### src/sv/rv32dec_pkg.sv
// Shared types, opcode constants and match tables for the RV32 instruction decoder.
`default_nettype none

package rv32dec_pkg;

  // Configuration register indexes
  localparam logic [2:0] CFG_IDX_MULTIPLY   = 3'd0;
  localparam logic [2:0] CFG_IDX_BITMANIP   = 3'd1;
  localparam logic [2:0] CFG_IDX_COMPRESSED = 3'd2;
  localparam logic [2:0] CFG_IDX_ATOMIC     = 3'd3;
  localparam logic [2:0] CFG_IDX_EMBEDDED   = 3'd4;

  // Major opcodes (bits 6:0)
  localparam logic [6:0] MAJ_LOAD         = 7'h03;
  localparam logic [6:0] MAJ_FP_LOAD      = 7'h07;
  localparam logic [6:0] MAJ_FENCE        = 7'h0f;
  localparam logic [6:0] MAJ_OP_IMM       = 7'h13;
  localparam logic [6:0] MAJ_ADD_UPPER_PC = 7'h17;
  localparam logic [6:0] MAJ_STORE        = 7'h23;
  localparam logic [6:0] MAJ_FP_STORE     = 7'h27;
  localparam logic [6:0] MAJ_AMO          = 7'h2f;
  localparam logic [6:0] MAJ_OP           = 7'h33;
  localparam logic [6:0] MAJ_LUI          = 7'h37;
  localparam logic [6:0] MAJ_FP_MADD      = 7'h43;
  localparam logic [6:0] MAJ_FP_MSUB      = 7'h47;
  localparam logic [6:0] MAJ_FP_NMSUB     = 7'h4b;
  localparam logic [6:0] MAJ_FP_NMADD     = 7'h4f;
  localparam logic [6:0] MAJ_FP_ARITH     = 7'h53;
  localparam logic [6:0] MAJ_COND_BRANCH  = 7'h63;
  localparam logic [6:0] MAJ_JUMP_REG     = 7'h67;
  localparam logic [6:0] MAJ_JAL          = 7'h6f;
  localparam logic [6:0] MAJ_SYSTEM       = 7'h73;

  localparam logic [6:0] F7_ZERO = 7'h00;
  localparam logic [6:0] F7_MULDIV = 7'h01;
  localparam logic [6:0] F7_ALT = 7'h20;

  // Instruction classes
  localparam logic [3:0] CLS_ILLEGAL    = 4'd0;
  localparam logic [3:0] CLS_IMMEDIATE  = 4'd1;
  localparam logic [3:0] CLS_REGISTER   = 4'd2;
  localparam logic [3:0] CLS_MULDIV     = 4'd3;
  localparam logic [3:0] CLS_BITMANIP   = 4'd4;
  localparam logic [3:0] CLS_LOAD       = 4'd5;
  localparam logic [3:0] CLS_STORE      = 4'd6;
  localparam logic [3:0] CLS_BRANCH     = 4'd7;
  localparam logic [3:0] CLS_JUMP       = 4'd8;
  localparam logic [3:0] CLS_UPPER      = 4'd9;
  localparam logic [3:0] CLS_FENCE      = 4'd10;
  localparam logic [3:0] CLS_SYSTEM     = 4'd11;
  localparam logic [3:0] CLS_FLOAT      = 4'd12;
  localparam logic [3:0] CLS_COMPRESSED = 4'd13;
  localparam logic [3:0] CLS_ATOMIC     = 4'd14;

  // Mnemonic numbers (first of each run)
  localparam logic [6:0] OP_ILLEGAL    = 7'd0;
  localparam logic [6:0] OP_SRAI       = 7'd9;
  localparam logic [6:0] OP_SUB        = 7'd11;
  localparam logic [6:0] OP_SRA        = 7'd17;
  localparam logic [6:0] OP_MUL        = 7'd20;
  localparam logic [6:0] OP_BSETI      = 7'd28;
  localparam logic [6:0] OP_CLZ        = 7'd33;
  localparam logic [6:0] OP_ZEXT_H     = 7'd40;
  localparam logic [6:0] OP_SH1ADD     = 7'd41;
  localparam logic [6:0] OP_LB         = 7'd60;
  localparam logic [6:0] OP_SB         = 7'd65;
  localparam logic [6:0] OP_BEQ        = 7'd68;
  localparam logic [6:0] OP_JAL        = 7'd74;
  localparam logic [6:0] OP_JALR       = 7'd75;
  localparam logic [6:0] OP_LUI        = 7'd76;
  localparam logic [6:0] OP_AUIPC      = 7'd77;
  localparam logic [6:0] OP_FENCE      = 7'd78;
  localparam logic [6:0] OP_SYSTEM     = 7'd80;
  localparam logic [6:0] OP_FLOAT      = 7'd81;
  localparam logic [6:0] OP_COMPRESSED = 7'd82;
  localparam logic [6:0] OP_ATOMIC     = 7'd83;

  // Per-funct3 mnemonics for OP-IMM and OP
  localparam logic [6:0] OPIMM_OPS [8] = '{7'd1, 7'd7, 7'd2, 7'd3, 7'd4, 7'd8, 7'd5, 7'd6};
  localparam logic [6:0] OP_BASE   [8] = '{7'd10, 7'd12, 7'd13, 7'd14, 7'd15, 7'd16,
                                           7'd18, 7'd19};

  // Register-use bits
  localparam logic [2:0] USE_RD  = 3'b001;
  localparam logic [2:0] USE_RS1 = 3'b010;
  localparam logic [2:0] USE_RS2 = 3'b100;

  // Bit-manipulation match masks and patterns
  localparam logic [31:0] MASK_R      = 32'hfe00707f;
  localparam logic [31:0] MASK_UNARY  = 32'hfff0707f;
  localparam logic [31:0] ZEXT_H_PAT  = 32'h08004033;

  localparam int unsigned NUM_BMI_SHIFT = 5;
  localparam int unsigned NUM_BMI_UNARY = 7;
  localparam int unsigned NUM_BMR       = 19;

  localparam logic [31:0] BMI_SHIFT_PAT [NUM_BMI_SHIFT] = '{
    32'h28001013, 32'h48001013, 32'h68001013, 32'h48005013, 32'h60005013
  };
  localparam logic [31:0] BMI_UNARY_PAT [NUM_BMI_UNARY] = '{
    32'h60001013, 32'h60101013, 32'h60201013, 32'h60401013, 32'h60501013,
    32'h28705013, 32'h69805013
  };
  localparam logic [31:0] BMR_PAT [NUM_BMR] = '{
    32'h20002033, 32'h20004033, 32'h20006033, 32'h40007033, 32'h40006033,
    32'h40004033, 32'h60001033, 32'h60005033, 32'h0a004033, 32'h0a005033,
    32'h0a006033, 32'h0a007033, 32'h0a001033, 32'h0a002033, 32'h0a003033,
    32'h28001033, 32'h48001033, 32'h48005033, 32'h68001033
  };

  typedef struct packed {
    logic multiply;
    logic bitmanip;
    logic compressed;
    logic atomic;
    logic embedded;
  } cfg_t;

  typedef struct packed {
    logic        illegal;
    logic [3:0]  cls;
    logic [6:0]  op;
    logic [31:0] imm;
    logic [4:0]  rd;
    logic [4:0]  rs1;
    logic [4:0]  rs2;
    logic [2:0]  uses;
    logic        short_len;
    logic        deleg;
  } desc_t;

endpackage

`default_nettype wire

### src/sv/rv32dec_cfg.sv
// Configuration register bank for the RV32 instruction decoder.
`default_nettype none

module rv32dec_cfg (
  input  wire logic               clk_i,
  input  wire logic               rst_ni,
  input  wire logic               cfg_valid_i,
  output logic                    cfg_ready_o,
  input  wire logic [2:0]         cfg_index_i,
  input  wire logic               cfg_data_i,
  output rv32dec_pkg::cfg_t       cfg_o
);

  rv32dec_pkg::cfg_t cfg_q, cfg_d;

  assign cfg_ready_o = 1'b1;

  always_comb begin
    cfg_d = cfg_q;
    if (cfg_valid_i) begin
      case (cfg_index_i)
        rv32dec_pkg::CFG_IDX_MULTIPLY:   cfg_d.multiply   = cfg_data_i;
        rv32dec_pkg::CFG_IDX_BITMANIP:   cfg_d.bitmanip   = cfg_data_i;
        rv32dec_pkg::CFG_IDX_COMPRESSED: cfg_d.compressed = cfg_data_i;
        rv32dec_pkg::CFG_IDX_ATOMIC:     cfg_d.atomic     = cfg_data_i;
        rv32dec_pkg::CFG_IDX_EMBEDDED:   cfg_d.embedded   = cfg_data_i;
        default: ; // unused index, write dropped
      endcase
    end
  end

  always_ff @(posedge clk_i or negedge rst_ni) begin
    if (!rst_ni) begin
      cfg_q.multiply   <= 1'b1;
      cfg_q.bitmanip   <= 1'b1;
      cfg_q.compressed <= 1'b1;
      cfg_q.atomic     <= 1'b1;
      cfg_q.embedded   <= 1'b0;
    end else begin
      cfg_q <= cfg_d;
    end
  end

  assign cfg_o = cfg_q;

endmodule

`default_nettype wire

### src/sv/rv32dec_logic.sv
// Combinational decode of one instruction word into a descriptor.
`default_nettype none

module rv32dec_logic (
  input  wire logic [31:0]        word_i,
  input  wire rv32dec_pkg::cfg_t  cfg_i,
  output rv32dec_pkg::desc_t      desc_o
);

  logic [6:0]  opc;
  logic [2:0]  f3;
  logic [6:0]  f7;
  logic [31:0] imm_i, imm_s, imm_b, imm_j, imm_u, shamt;

  logic       sh_found, un_found, bmr_found;
  logic [2:0] sh_idx, un_idx;
  logic [4:0] bmr_idx;

  logic        hit, deleg, short_len, rve_bad;
  logic [3:0]  cls;
  logic [6:0]  op;
  logic [2:0]  uses;
  logic [31:0] imm;

  assign opc = word_i[6:0];
  assign f3  = word_i[14:12];
  assign f7  = word_i[31:25];

  assign imm_i = {{20{word_i[31]}}, word_i[31:20]};
  assign imm_s = {{20{word_i[31]}}, word_i[31:25], word_i[11:7]};
  assign imm_b = {{19{word_i[31]}}, word_i[31], word_i[7], word_i[30:25], word_i[11:8], 1'b0};
  assign imm_j = {{11{word_i[31]}}, word_i[31], word_i[19:12], word_i[20], word_i[30:21], 1'b0};
  assign imm_u = {word_i[31:12], 12'b0};
  assign shamt = {27'b0, word_i[24:20]};

  // Pattern searches; lowest matching entry wins
  always_comb begin
    sh_found = 1'b0;
    sh_idx   = '0;
    for (int i = rv32dec_pkg::NUM_BMI_SHIFT - 1; i >= 0; i--) begin
      if ((word_i & rv32dec_pkg::MASK_R) == rv32dec_pkg::BMI_SHIFT_PAT[i]) begin
        sh_found = 1'b1;
        sh_idx   = 3'(i);
      end
    end
  end

  always_comb begin
    un_found = 1'b0;
    un_idx   = '0;
    for (int i = rv32dec_pkg::NUM_BMI_UNARY - 1; i >= 0; i--) begin
      if ((word_i & rv32dec_pkg::MASK_UNARY) == rv32dec_pkg::BMI_UNARY_PAT[i]) begin
        un_found = 1'b1;
        un_idx   = 3'(i);
      end
    end
  end

  always_comb begin
    bmr_found = 1'b0;
    bmr_idx   = '0;
    for (int i = rv32dec_pkg::NUM_BMR - 1; i >= 0; i--) begin
      if ((word_i & rv32dec_pkg::MASK_R) == rv32dec_pkg::BMR_PAT[i]) begin
        bmr_found = 1'b1;
        bmr_idx   = 5'(i);
      end
    end
  end

  always_comb begin
    hit       = 1'b0;
    deleg     = 1'b0;
    short_len = 1'b0;
    cls       = rv32dec_pkg::CLS_ILLEGAL;
    op        = rv32dec_pkg::OP_ILLEGAL;
    uses      = '0;
    imm       = '0;

    if (cfg_i.compressed && (word_i[1:0] != 2'b11)) begin
      hit = 1'b1; deleg = 1'b1; short_len = 1'b1;
      cls = rv32dec_pkg::CLS_COMPRESSED;
      op  = rv32dec_pkg::OP_COMPRESSED;
    end else begin
      case (opc)
        rv32dec_pkg::MAJ_OP_IMM: begin
          if (f3 == 3'd1 || f3 == 3'd5) begin
            if (f7 == rv32dec_pkg::F7_ZERO || (f3 == 3'd5 && f7 == rv32dec_pkg::F7_ALT)) begin
              imm = shamt; hit = 1'b1;
              cls = rv32dec_pkg::CLS_IMMEDIATE;
              op  = (f7 == rv32dec_pkg::F7_ALT) ? rv32dec_pkg::OP_SRAI
                                                : rv32dec_pkg::OPIMM_OPS[f3];
              uses = rv32dec_pkg::USE_RD | rv32dec_pkg::USE_RS1;
            end else if (cfg_i.bitmanip && sh_found) begin
              imm = shamt; hit = 1'b1;
              cls = rv32dec_pkg::CLS_BITMANIP;
              op  = rv32dec_pkg::OP_BSETI + 7'(sh_idx);
              uses = rv32dec_pkg::USE_RD | rv32dec_pkg::USE_RS1;
            end else if (cfg_i.bitmanip && un_found) begin
              imm = shamt; hit = 1'b1;
              cls = rv32dec_pkg::CLS_BITMANIP;
              op  = rv32dec_pkg::OP_CLZ + 7'(un_idx);
              uses = rv32dec_pkg::USE_RD | rv32dec_pkg::USE_RS1;
            end
          end else begin
            imm = imm_i; hit = 1'b1;
            cls = rv32dec_pkg::CLS_IMMEDIATE;
            op  = rv32dec_pkg::OPIMM_OPS[f3];
            uses = rv32dec_pkg::USE_RD | rv32dec_pkg::USE_RS1;
          end
        end
        rv32dec_pkg::MAJ_OP: begin
          if (f7 == rv32dec_pkg::F7_ZERO) begin
            hit = 1'b1;
            cls = rv32dec_pkg::CLS_REGISTER;
            op  = rv32dec_pkg::OP_BASE[f3];
            uses = rv32dec_pkg::USE_RD | rv32dec_pkg::USE_RS1 | rv32dec_pkg::USE_RS2;
          end else if (f7 == rv32dec_pkg::F7_ALT && (f3 == 3'd0 || f3 == 3'd5)) begin
            hit = 1'b1;
            cls = rv32dec_pkg::CLS_REGISTER;
            op  = (f3 == 3'd0) ? rv32dec_pkg::OP_SUB : rv32dec_pkg::OP_SRA;
            uses = rv32dec_pkg::USE_RD | rv32dec_pkg::USE_RS1 | rv32dec_pkg::USE_RS2;
          end else if (f7 == rv32dec_pkg::F7_MULDIV) begin
            if (cfg_i.multiply) begin
              hit = 1'b1;
              cls = rv32dec_pkg::CLS_MULDIV;
              op  = rv32dec_pkg::OP_MUL + 7'(f3);
              uses = rv32dec_pkg::USE_RD | rv32dec_pkg::USE_RS1 | rv32dec_pkg::USE_RS2;
            end
          end else if (cfg_i.bitmanip) begin
            if ((word_i & rv32dec_pkg::MASK_UNARY) == rv32dec_pkg::ZEXT_H_PAT) begin
              hit = 1'b1;
              cls = rv32dec_pkg::CLS_BITMANIP;
              op  = rv32dec_pkg::OP_ZEXT_H;
              uses = rv32dec_pkg::USE_RD | rv32dec_pkg::USE_RS1;
            end else if (bmr_found) begin
              hit = 1'b1;
              cls = rv32dec_pkg::CLS_BITMANIP;
              op  = rv32dec_pkg::OP_SH1ADD + 7'(bmr_idx);
              uses = rv32dec_pkg::USE_RD | rv32dec_pkg::USE_RS1 | rv32dec_pkg::USE_RS2;
            end
          end
        end
        rv32dec_pkg::MAJ_LOAD: begin
          imm = imm_i;   // kept even when illegal
          if (f3 != 3'd3 && f3 < 3'd6) begin
            hit = 1'b1;
            cls = rv32dec_pkg::CLS_LOAD;
            op  = (f3 < 3'd3) ? rv32dec_pkg::OP_LB + 7'(f3)
                              : rv32dec_pkg::OP_LB + 7'(f3) - 7'd1;
            uses = rv32dec_pkg::USE_RD | rv32dec_pkg::USE_RS1;
          end
        end
        rv32dec_pkg::MAJ_STORE: begin
          imm = imm_s;
          if (f3 < 3'd3) begin
            hit = 1'b1;
            cls = rv32dec_pkg::CLS_STORE;
            op  = rv32dec_pkg::OP_SB + 7'(f3);
            uses = rv32dec_pkg::USE_RS1 | rv32dec_pkg::USE_RS2;
          end
        end
        rv32dec_pkg::MAJ_COND_BRANCH: begin
          imm = imm_b;
          if (f3 != 3'd2 && f3 != 3'd3) begin
            hit = 1'b1;
            cls = rv32dec_pkg::CLS_BRANCH;
            op  = (f3 < 3'd2) ? rv32dec_pkg::OP_BEQ + 7'(f3)
                              : rv32dec_pkg::OP_BEQ + 7'(f3) - 7'd2;
            uses = rv32dec_pkg::USE_RS1 | rv32dec_pkg::USE_RS2;
          end
        end
        rv32dec_pkg::MAJ_JAL: begin
          imm = imm_j; hit = 1'b1;
          cls = rv32dec_pkg::CLS_JUMP;
          op  = rv32dec_pkg::OP_JAL;
          uses = rv32dec_pkg::USE_RD;
        end
        rv32dec_pkg::MAJ_JUMP_REG: begin
          if (f3 == 3'd0) begin
            imm = imm_i; hit = 1'b1;
            cls = rv32dec_pkg::CLS_JUMP;
            op  = rv32dec_pkg::OP_JALR;
            uses = rv32dec_pkg::USE_RD | rv32dec_pkg::USE_RS1;
          end
        end
        rv32dec_pkg::MAJ_LUI: begin
          imm = imm_u; hit = 1'b1;
          cls = rv32dec_pkg::CLS_UPPER;
          op  = rv32dec_pkg::OP_LUI;
          uses = rv32dec_pkg::USE_RD;
        end
        rv32dec_pkg::MAJ_ADD_UPPER_PC: begin
          imm = imm_u; hit = 1'b1;
          cls = rv32dec_pkg::CLS_UPPER;
          op  = rv32dec_pkg::OP_AUIPC;
          uses = rv32dec_pkg::USE_RD;
        end
        rv32dec_pkg::MAJ_FENCE: begin
          if (f3 < 3'd2) begin
            hit = 1'b1;
            cls = rv32dec_pkg::CLS_FENCE;
            op  = rv32dec_pkg::OP_FENCE + 7'(f3);
          end
        end
        rv32dec_pkg::MAJ_SYSTEM: begin
          hit = 1'b1; deleg = 1'b1;
          cls = rv32dec_pkg::CLS_SYSTEM;
          op  = rv32dec_pkg::OP_SYSTEM;
        end
        rv32dec_pkg::MAJ_FP_LOAD, rv32dec_pkg::MAJ_FP_STORE, rv32dec_pkg::MAJ_FP_MADD,
        rv32dec_pkg::MAJ_FP_MSUB, rv32dec_pkg::MAJ_FP_NMSUB, rv32dec_pkg::MAJ_FP_NMADD,
        rv32dec_pkg::MAJ_FP_ARITH: begin
          hit = 1'b1; deleg = 1'b1;
          cls = rv32dec_pkg::CLS_FLOAT;
          op  = rv32dec_pkg::OP_FLOAT;
        end
        rv32dec_pkg::MAJ_AMO: begin
          if (cfg_i.atomic) begin
            hit = 1'b1; deleg = 1'b1;
            cls = rv32dec_pkg::CLS_ATOMIC;
            op  = rv32dec_pkg::OP_ATOMIC;
          end
        end
        default: ;
      endcase
    end
  end

  // RVE: any used register at x16 or above kills class and op, keeps imm and uses
  assign rve_bad = cfg_i.embedded &&
                   ((uses[0] && word_i[11]) || (uses[1] && word_i[19]) ||
                    (uses[2] && word_i[24]));

  always_comb begin
    desc_o.illegal   = !hit || rve_bad;
    desc_o.cls       = (hit && !rve_bad) ? cls : rv32dec_pkg::CLS_ILLEGAL;
    desc_o.op        = (hit && !rve_bad) ? op  : rv32dec_pkg::OP_ILLEGAL;
    desc_o.imm       = imm;
    desc_o.rd        = word_i[11:7];
    desc_o.rs1       = word_i[19:15];
    desc_o.rs2       = word_i[24:20];
    desc_o.uses      = uses;
    desc_o.short_len = short_len;
    desc_o.deleg     = deleg;
  end

endmodule

`default_nettype wire

### src/sv/rv32_instruction_decoder_core.sv
// Top level of the RV32 instruction decoder: input register, decode, result register.
//
// Usage notes
// - Input channel (in_valid_i / in_stall_o / instruction_word_i): one raw 32-bit
//   encoding per transfer. Compressed encodings sit in the low 16 bits.
// - Output channel (out_valid_o / out_stall_i / descriptor fields): one
//   descriptor per input transfer, in order.
// - Config channel (cfg_valid_i / cfg_ready_o / cfg_index_i / cfg_data_i):
//   ready is always high; index 0 multiply, 1 bitmanip, 2 compressed,
//   3 atomic, 4 embedded (RVE). Other indexes are ignored. Write only while
//   the decoder is empty.
// - Path: a transfer taken is held in the input register, decoded, and captured
//   into the result register, which drives the descriptor outputs.
// - Throughput: one instruction per cycle unless out_stall_i holds the result;
//   the whole decode is a single combinational pass between the two registers.
// - Stall: a stalled result holds; the input register keeps taking a new word
//   as long as the result register is free or being drained, so in_stall_o only
//   rises when both stages are full and out_stall_i is high.
// - Reset: both stages empty; config returns to M, B, C and A enabled, RVE off.
`default_nettype none

module rv32_instruction_decoder_core (
  input  wire logic        clk_i,
  input  wire logic        rst_ni,
  // config write
  input  wire logic        cfg_valid_i,
  output logic             cfg_ready_o,
  input  wire logic [2:0]  cfg_index_i,
  input  wire logic        cfg_data_i,
  // instruction in
  input  wire logic        in_valid_i,
  output logic             in_stall_o,
  input  wire logic [31:0] instruction_word_i,
  // descriptor out
  output logic             out_valid_o,
  input  wire logic        out_stall_i,
  output logic             illegal_o,
  output logic [3:0]       insn_class_o,
  output logic [6:0]       op_number_o,
  output logic [31:0]      immediate_o,
  output logic [4:0]       dest_reg_o,
  output logic [4:0]       src1_reg_o,
  output logic [4:0]       src2_reg_o,
  output logic [2:0]       uses_mask_o,
  output logic             short_length_o,
  output logic             delegated_o
);

  rv32dec_pkg::cfg_t  cfg;
  rv32dec_pkg::desc_t dec_desc;
  rv32dec_pkg::desc_t s2_desc_q;

  logic        s1_valid_q, s1_valid_d;
  logic [31:0] s1_word_q;
  logic        s2_valid_q, s2_valid_d;
  logic        s1_load, s2_load;

  rv32dec_cfg u_cfg (
    .clk_i       (clk_i),
    .rst_ni      (rst_ni),
    .cfg_valid_i (cfg_valid_i),
    .cfg_ready_o (cfg_ready_o),
    .cfg_index_i (cfg_index_i),
    .cfg_data_i  (cfg_data_i),
    .cfg_o       (cfg)
  );

  // Result register free when empty or being taken this cycle
  assign s2_load = !s2_valid_q || !out_stall_i;
  // Input register free when empty or moving into the result register
  assign s1_load = !s1_valid_q || s2_load;

  assign in_stall_o = !s1_load;

  assign s1_valid_d = s1_load ? in_valid_i : s1_valid_q;
  assign s2_valid_d = s2_load ? s1_valid_q : s2_valid_q;

  always_ff @(posedge clk_i or negedge rst_ni) begin
    if (!rst_ni) begin
      s1_valid_q <= 1'b0;
      s2_valid_q <= 1'b0;
    end else begin
      s1_valid_q <= s1_valid_d;
      s2_valid_q <= s2_valid_d;
    end
  end

  // Payload registers, no reset
  always_ff @(posedge clk_i) begin
    if (s1_load && in_valid_i) begin
      s1_word_q <= instruction_word_i;
    end
    if (s2_load && s1_valid_q) begin
      s2_desc_q <= dec_desc;
    end
  end

  rv32dec_logic u_logic (
    .word_i (s1_word_q),
    .cfg_i  (cfg),
    .desc_o (dec_desc)
  );

  assign out_valid_o    = s2_valid_q;
  assign illegal_o      = s2_desc_q.illegal;
  assign insn_class_o   = s2_desc_q.cls;
  assign op_number_o    = s2_desc_q.op;
  assign immediate_o    = s2_desc_q.imm;
  assign dest_reg_o     = s2_desc_q.rd;
  assign src1_reg_o     = s2_desc_q.rs1;
  assign src2_reg_o     = s2_desc_q.rs2;
  assign uses_mask_o    = s2_desc_q.uses;
  assign short_length_o = s2_desc_q.short_len;
  assign delegated_o    = s2_desc_q.deleg;

  // Illegal and class 0 always go together
  a_illegal_cls: assert property (@(posedge clk_i) disable iff (!rst_ni)
    out_valid_o |-> (illegal_o == (insn_class_o == rv32dec_pkg::CLS_ILLEGAL)) &&
                    (!illegal_o || op_number_o == rv32dec_pkg::OP_ILLEGAL))
    else $error("illegal flag disagrees with class/op");

  // Delegated descriptors carry no immediate and no register use
  a_deleg_clean: assert property (@(posedge clk_i) disable iff (!rst_ni)
    out_valid_o && delegated_o |-> !illegal_o && immediate_o == 32'd0 &&
                                   uses_mask_o == 3'd0)
    else $error("delegated descriptor not clean");

  // Short length only for the compressed class
  a_short_cls: assert property (@(posedge clk_i) disable iff (!rst_ni)
    out_valid_o && short_length_o |-> delegated_o &&
                                      insn_class_o == rv32dec_pkg::CLS_COMPRESSED)
    else $error("short length outside compressed class");

  // A full input register that cannot move keeps its word
  a_s1_hold: assert property (@(posedge clk_i) disable iff (!rst_ni)
    s1_valid_q && !s1_load |=> s1_valid_q && $stable(s1_word_q))
    else $error("input register lost a stalled word");

  // An accepted word always lands in the input register
  a_s1_take: assert property (@(posedge clk_i) disable iff (!rst_ni)
    in_valid_i && !in_stall_o |=> s1_valid_q)
    else $error("accepted transfer not captured");

endmodule

`default_nettype wire
### config.mk
export PLATFORM = sky130hd
export DESIGN_NAME = rv32_instruction_decoder_core
export DESIGN_NICKNAME = d
export VERILOG_FILES = /design/src/sv/rv32dec_pkg.sv /design/src/sv/rv32dec_cfg.sv /design/src/sv/rv32dec_logic.sv /design/src/sv/rv32_instruction_decoder_core.sv
export SDC_FILE = /design/constraint.sdc
export NUM_CORES = 1
export LEC_CHECK = 0
export ABC_AREA = 1
export ABC_CLOCK_PERIOD_IN_PS = 5700
export BUFFER_PORTS_ARGS = -buffer_cell sky130_fd_sc_hd__buf_2
export CORE_MARGIN = 2
export CORE_UTILIZATION = 56
export DETAILED_ROUTE_END_ITERATION = 12
export PLACE_DENSITY = 0.8
export SYNTH_ARGS = -nofsm -noshare
export SYNTH_HDL_FRONTEND = slang
export SYNTH_HIERARCHICAL = 1
export SYNTH_SLANG_ARGS = --single-unit
### constraint.sdc
create_clock -name clk_i -period 5.7 [get_ports clk_i]
set_input_delay 0.57 -clock clk_i [delete_from_list [all_inputs] [get_ports clk_i]]
set_output_delay 0.57 -clock clk_i [all_outputs]
set_load 0.005 [all_outputs]
=== Word-level counts from Yosys, hierarchy flattened ===
Memories as Yosys holds them, arrays and structs flattened.
Index checks and enable logic that the tools add are counted.

* Bits in registers: 103
* Memory bits (read-only): 112
* Bits of input ports: 41
* Output and inout bits: 67
* Logic and storage cells: 294
* Memories: 2

{| class="wikitable"
|+ Memories
! memory !! depth !! width !! rd ports !! clocked after Yosys merged registers in !! write ports !! line !! text
|-
| (name not given) || 8 || 7 || 1 || 0 || 0 || rv32dec_logic.sv:91 || <nowiki>: rv32dec_pkg::OPIMM_OPS[f3];</nowiki>
|-
| (name not given) || 8 || 7 || 1 || 0 || 0 || rv32dec_logic.sv:115 || <nowiki>op = rv32dec_pkg::OP_BASE[f3];</nowiki>
|}

* Add/sub/neg operators: 10
* Order comparisons: 4
* Equality and inequality tests: 62
* Muxes and demuxes: 152
* Bitwise gates (word level): 2
* Reductions and logical operators: 42

{| class="wikitable"
|+ Operator list
! operator !! count
|-
| 32-bit one-hot mux with 7 select lines || 1
|-
| 17-bit by 16-bit equality test with 1-bit output (second input constant) || 12
|-
| 7-bit 2-to-1 mux || 25
|-
| 22-bit by 21-bit equality test with 1-bit output (second input constant) || 6
|-
| 32-bit 2-to-1 mux || 4
|-
| 17-bit by 13-bit equality test with 1-bit output (second input constant) || 7
|-
| 5-bit 2-to-1 mux || 21
|-
| 7-bit one-hot mux with 13 select lines || 1
|-
| 3-bit 2-to-1 mux || 30
|-
| 17-bit by 15-bit equality test with 1-bit output (second input constant) || 5
|-
| 7-bit equality test (second input constant) || 9
|-
| 1-bit 2-to-1 mux || 50
|-
| 4-bit 2-to-1 mux || 12
|-
| 4-bit one-hot mux with 12 select lines || 1
|-
| 7-bit by 6-bit equality test with 1-bit output (second input constant) || 6
|-
| 22-bit by 18-bit equality test with 1-bit output (second input constant) || 1
|-
| 22-bit by 20-bit equality test with 1-bit output (second input constant) || 1
|-
| 7-bit by 3-bit adder with 7-bit output (first input constant) || 3
|-
| 3-bit one-hot mux with 7 select lines || 1
|-
| 6-bit by 3-bit adder with 7-bit output (first input constant) || 2
|-
| 7-bit by 5-bit equality test with 1-bit output (second input constant) || 2
|-
| 1-bit logical AND || 14
|-
| 5-bit by 3-bit adder with 6-bit output (first input constant) || 2
|-
| 11-bit OR reduction || 1
|-
| 29 further kinds || 55
|}

=== Logic depth before layout (Yosys ltp) ===
* Depth after elaboration: 36
* Gate-level depth with buffers: 21
* Gate-level depth less buffers: 20

=== Hierarchy ===
Netlist, hierarchy kept.

{| class="wikitable"
|+ By module, submodules not included
! module !! times used !! cells an instance !! area an instance (µm²)
|-
| rv32_instruction_decoder_core || 1 || 108 || 2977.9
|-
| rv32dec_logic || 1 || 489 || 2561.2
|-
| rv32dec_cfg || 1 || 38 || 271.5
|}

=== Worst setup path after synthesis ===
OpenSTA, ideal clock, no wires.

* Kind: input-to-reg
* Start point: input port out_stall_i
* End point: register s2_desc_q, in the netlist delegated_o (enable)
* Library setup time: 507 ps
* Data arrival time: 3701 ps
* Slack: 1492 ps
* Stages: 1
* Buffers on the path: 0
* Cell sequence: a21oi_1

* Cells in the longest elaborated chain, start to end: 3

{| class="wikitable"
|+ RTL lines
! what !! line !! text
|-
| from (decl) || rv32_instruction_decoder_core.sv:36 || <nowiki>input wire logic out_stall_i,</nowiki>
|-
| 1-bit zero test || rv32_instruction_decoder_core.sv:69 || <nowiki>assign s2_load = !s2_valid_q || !out_stall_i;</nowiki>
|-
| 1-bit logical OR || rv32_instruction_decoder_core.sv:69 ||
|-
| 1-bit logical AND || rv32_instruction_decoder_core.sv:93 || <nowiki>if (s2_load && s1_valid_q) begin</nowiki>
|-
| to (signal assigned) || rv32_instruction_decoder_core.sv:94 || <nowiki>s2_desc_q <= dec_desc;</nowiki>
|-
| to (decl) || rv32_instruction_decoder_core.sv:51 || <nowiki>rv32dec_pkg::desc_t s2_desc_q;</nowiki>
|}

No other way between the ends.
A chain may end at the register's enable or synchronous reset.

=== Worst setup path in the final report ===
* Start point: register s1_word_q[14]
* End point: register s2_desc_q, in the netlist op_number_o[4], data pin

* Cells in the longest elaborated chain, start to end: 34
* Elaborated cells on any way between the ends: 190
* Classes of those cells: 10 x add/sub; 3 x order compare; 36 x eq/ne; 120 x mux; 1 x bitwise; 18 x reduce/logical; 2 x memory

{| class="wikitable"
|+ RTL lines
! what !! line !! text
|-
| from (decl) || rv32_instruction_decoder_core.sv:54 || <nowiki>logic [31:0] s1_word_q;</nowiki>
|-
| from (signal assigned) || rv32_instruction_decoder_core.sv:91 || <nowiki>s1_word_q <= instruction_word_i;</nowiki>
|-
| branches (longest 34 deep; another with 17-bit by 16-bit equality test with 1-bit output) || - ||
|}

Parallel ways; which one is timed is not known. The select of a mux whose other input is x is not followed.

==> metrics.md <==
| Metric | Value |
|---|---|
| Clock share of power | 29.1% |
| CTS Sinks | 103 |
| RR Endpoint | op_number_o[4] |
| Routed Antenna Nets | 0 |
| Worst endpoint required time | 5.84 ns |
| Worst Setup SP | s1_word_q[14] |
| Synth area leaders | edfxtp_1 (50%), nand2_1 (7.8%), inv_1 (4.8%) |
| Cts repair resizes | 0 |
| R2R Path Start | s1_word_q[14] |
| Hold Path Class | in -> reg |
| Post-CTS setup buffer count | 0 |
| CP Capture Type | flip-flop |
| Final min period | 3.34 ns |
| CTS tree | built |
| Final nets | 784 |
| YS warnings | 6 |
| Max clock buf depth | 2 |
| CP Class | reg -> reg |
| Worst skew pair latency | 0.39 ns |
| Crit-path max FO | 15 |
| Layout cell share with drive strength beyond 1 | 26.5% |
| Switching Fraction | 26.9% |
| CP max stage cell | edfxtp_1 |
| Logic pwr share | 12.5% |
| Pre-antenna DRT Iters | 5 |
| Netlist cell types | 49 |
| Total CTS buffers | 9 |
| GRT Util Overall | 29.0% |
| DR vias/cell | 5.69 |
| Reg2Reg Depth | 13 |
| Drt total wl | 15,900 um |
| Layout area overhead | 13.0% |
| Post-synthesis async set-or-reset flop share | 6.80% |
| Post-synth EDFFs | 96 |
| Grt ovf | 0 |
| Core Region | 10,200 um2 |
| Avg Inst Size Synth | 9.15 um2 |
| Critical Path, Cell by Cell | nor2_1, nand3_1, nor2_1, nand2_2, nand4_1, nand3b_1, or2_2, ha_1, nand2_1, a21oi_1, o21ai_0, nor4b_1, nor2_2 |
| Largest stage delay, worst path | 0.67 ns |
| Unrepaired setup endpoints after global routing | false |
| Vias in the first global route | 4,631 |
| Synth Instances | 635 |
| Via count | 4,963 |
| Pin count of the biggest net entering global routing | 65 |
| Critical Path AT | 3.48 ns |
| Clock-pin slew on the worst setup and hold paths | 0.10 ns |
| Chip width | 106 um |
| Final Max Tran Viols | 0 |
| FF+latch count, synth | 103 |
| Pwr dens | 244 nW/um2 |
| Placed cell areas | 6360 um2 |
| Chip Height | 106 um |
| Remaining DRCs | 0 |
| PortBufs | 106 |
| VDD IR max | 165 uV |
| H-tree Lvls | 3 |
| Max Cap Viol | 0 |
| Die area | 11,200 um2 |
| FF-to-FF setup slack | 2.36 ns |
| Synth Cell Area | 5810 um2 |
| Worst-margin pin slew | 0.820 ns |
| Yosys top cell area share | 49.6% |
| Slew HR | 45.3% |
| Crit path launch type | flip-flop |
| Power, Total | 0.00160 W |
| Max Clk Rate | 0.300 GHz |
| Worst Setup EP | op_number_o[4] |
| Endpoints failing hold | 0 |
| Most frequent cells after synthesis | nand2_1 (120), edfxtp_1 (96), inv_1 (75), nor2_1 (65), nand3_1 (44) |
| Status | finished, final reports clean |
| Final design utilization | 64.5% |
| P_leak | 3.06 nW |
| Starting density of the core | 57.1% |
| Ant diodes | 0 |
| P_sw | 0.000431 W |
| Root Buffer | clkbuf_8 |
| Setup total negative slack | 0 ns |
| Global placement routability congestion | 1.01 |
| HPWL after DPL | 12,300 um |
| First-pass GRT wire length | 24,400 um |
| Initial DRC count | 472 |
| Row cnt | 37 |
| Internal power | 0.00117 W |
| Period utilization | 58.6% |
| # IOs | 108 |
| Reg power frac | 58.5% |
| Post-synth top flop | edfxtp_1 |
| Seq/Total Area, Yosys | 52.7% |
| Syn_nets | 688 |
| Final setup fails | 0 |
| CP most frequent cell | nor2_1 |
| Top-count cell post-synth | nand2_1 |
| Antenna violations before repair | 0 |
| Yosys top cell by area | edfxtp_1 |
| Routed WL per cell | 18.2 um |
| Setup Skew | 0.00983 ns |
| Cell area after layout | 6570 um2 |
==> cell type report <==
type                            instances  area, um2
Clock buffer                            9        124
Clock inverter                          7       70.1
Fill cell                             870       3620
Inverter                               87        332
Multi-Input combinational cell        421       2250
Sequential cell                       103       3060
Tap cell                              136        170
Timing Repair Buffer                  109        556
==> what timing repair did <==
| action | in CTS | in global routing |
|---|---|---|
| setup endpoints to repair | 0 | 0 |
| hold endpoints to repair | 3 | 0 |
| hold buffers | 1 | 0 |
==> through the flow <==
step	setup WS [ns]	hold WS (ns)	std cells
after floorplan	1.49	0.274	635
after global placement	2.55	0.407	855
after global routing	2.18	0.336	872
after CTS	2.47	0.330	872
final	2.36	0.349	872
after detailed placement	2.50	0.410	855
==> per-layer routing <==
metal,vias up,share of wire [%],track usage (%)
met2,291,46,45.6
li1,2328,-,-
met1,2308,43,40.5
met3,36,8.2,4.76
met5,-,0,0
met4,0,2.5,11.4
==> power by group through the flow <==
stage                     Sequential, W  Combinational, W  Clock, W
after floorplan                0.000949          0.000120         0
after global placement         0.000950          0.000195         0
after detailed placement       0.000953          0.000197         0
after CTS                      0.000936          0.000198  0.000474
after global routing           0.000942          0.000218  0.000502
final                          0.000935          0.000200  0.000465
==> placed cells by master (no fill, tap or decap), types with 4 or more instances in the layout <==
cell type    n
nand2_1    120
buf_2      106
edfxtp_1    96
inv_1       75
nor2_1      65
nand3_1     44
o21ai_0     32
a21oi_1     22
nor2_2      18
nand2_2     17
nor3_1      17
o211ai_1    15
ha_1        12
clkbuf_8     9
inv_2        9
nand4_1      9
nand2_4      6
nor2_4       5
dfstp_2      4
==> worst max-delay path: cells and delay by family, from the launching register on <==
kind                     cells  cell delay [ns]
AND/OR/NAND/NOR             10             1.87
adder cells (fa/ha/maj)      1             0.21
AO/OA/AOI/OAI                2             0.33
flip-flops                   1             0.67
==> sequential cells by signal, summed over array words and instances (netlist names) <==
| signal | cells |
|---|---|
| immediate_o | 32 |
| s1_word_q | 32 |
| op_number_o | 7 |
| dest_reg_o | 5 |
| src1_reg_o | 5 |
| src2_reg_o | 5 |
| u_cfg/cfg_o | 5 |
| insn_class_o | 4 |
| uses_mask_o | 3 |
| delegated_o | 1 |
| illegal_o | 1 |
| out_valid_o | 1 |
| s1_valid_q | 1 |
| short_length_o | 1 |
==> worst min path at each step <==
stage / start / to / slack [ns] / depth (start not counted)
after floorplan: rst_ni / out_valid_o / 0.27 / 0
after global placement: rst_ni / out_valid_o / 0.41 / 1
after detailed placement: rst_ni / out_valid_o / 0.41 / 1
after CTS: instruction_word_i[25] / s1_word_q[25] / 0.33 / 1
after global routing: instruction_word_i[25] / s1_word_q[25] / 0.34 / 1
final: instruction_word_i[4] / s1_word_q[4] / 0.35 / 1
==> cells by family after synthesis <==
group | Yosys count | synth area share [%]
AND/OR/NAND/NOR | 315 | 26.1
flip-flops | 103 | 52.7
other | 1 | 0.0645
adder cells (fa/ha/maj) | 12 | 2.58
XOR/XNOR | 2 | 0.302
buffers and inverters | 111 | 8.74
AO/OA/AOI/OAI | 91 | 9.50
Power figures use the tool's default switching activity.
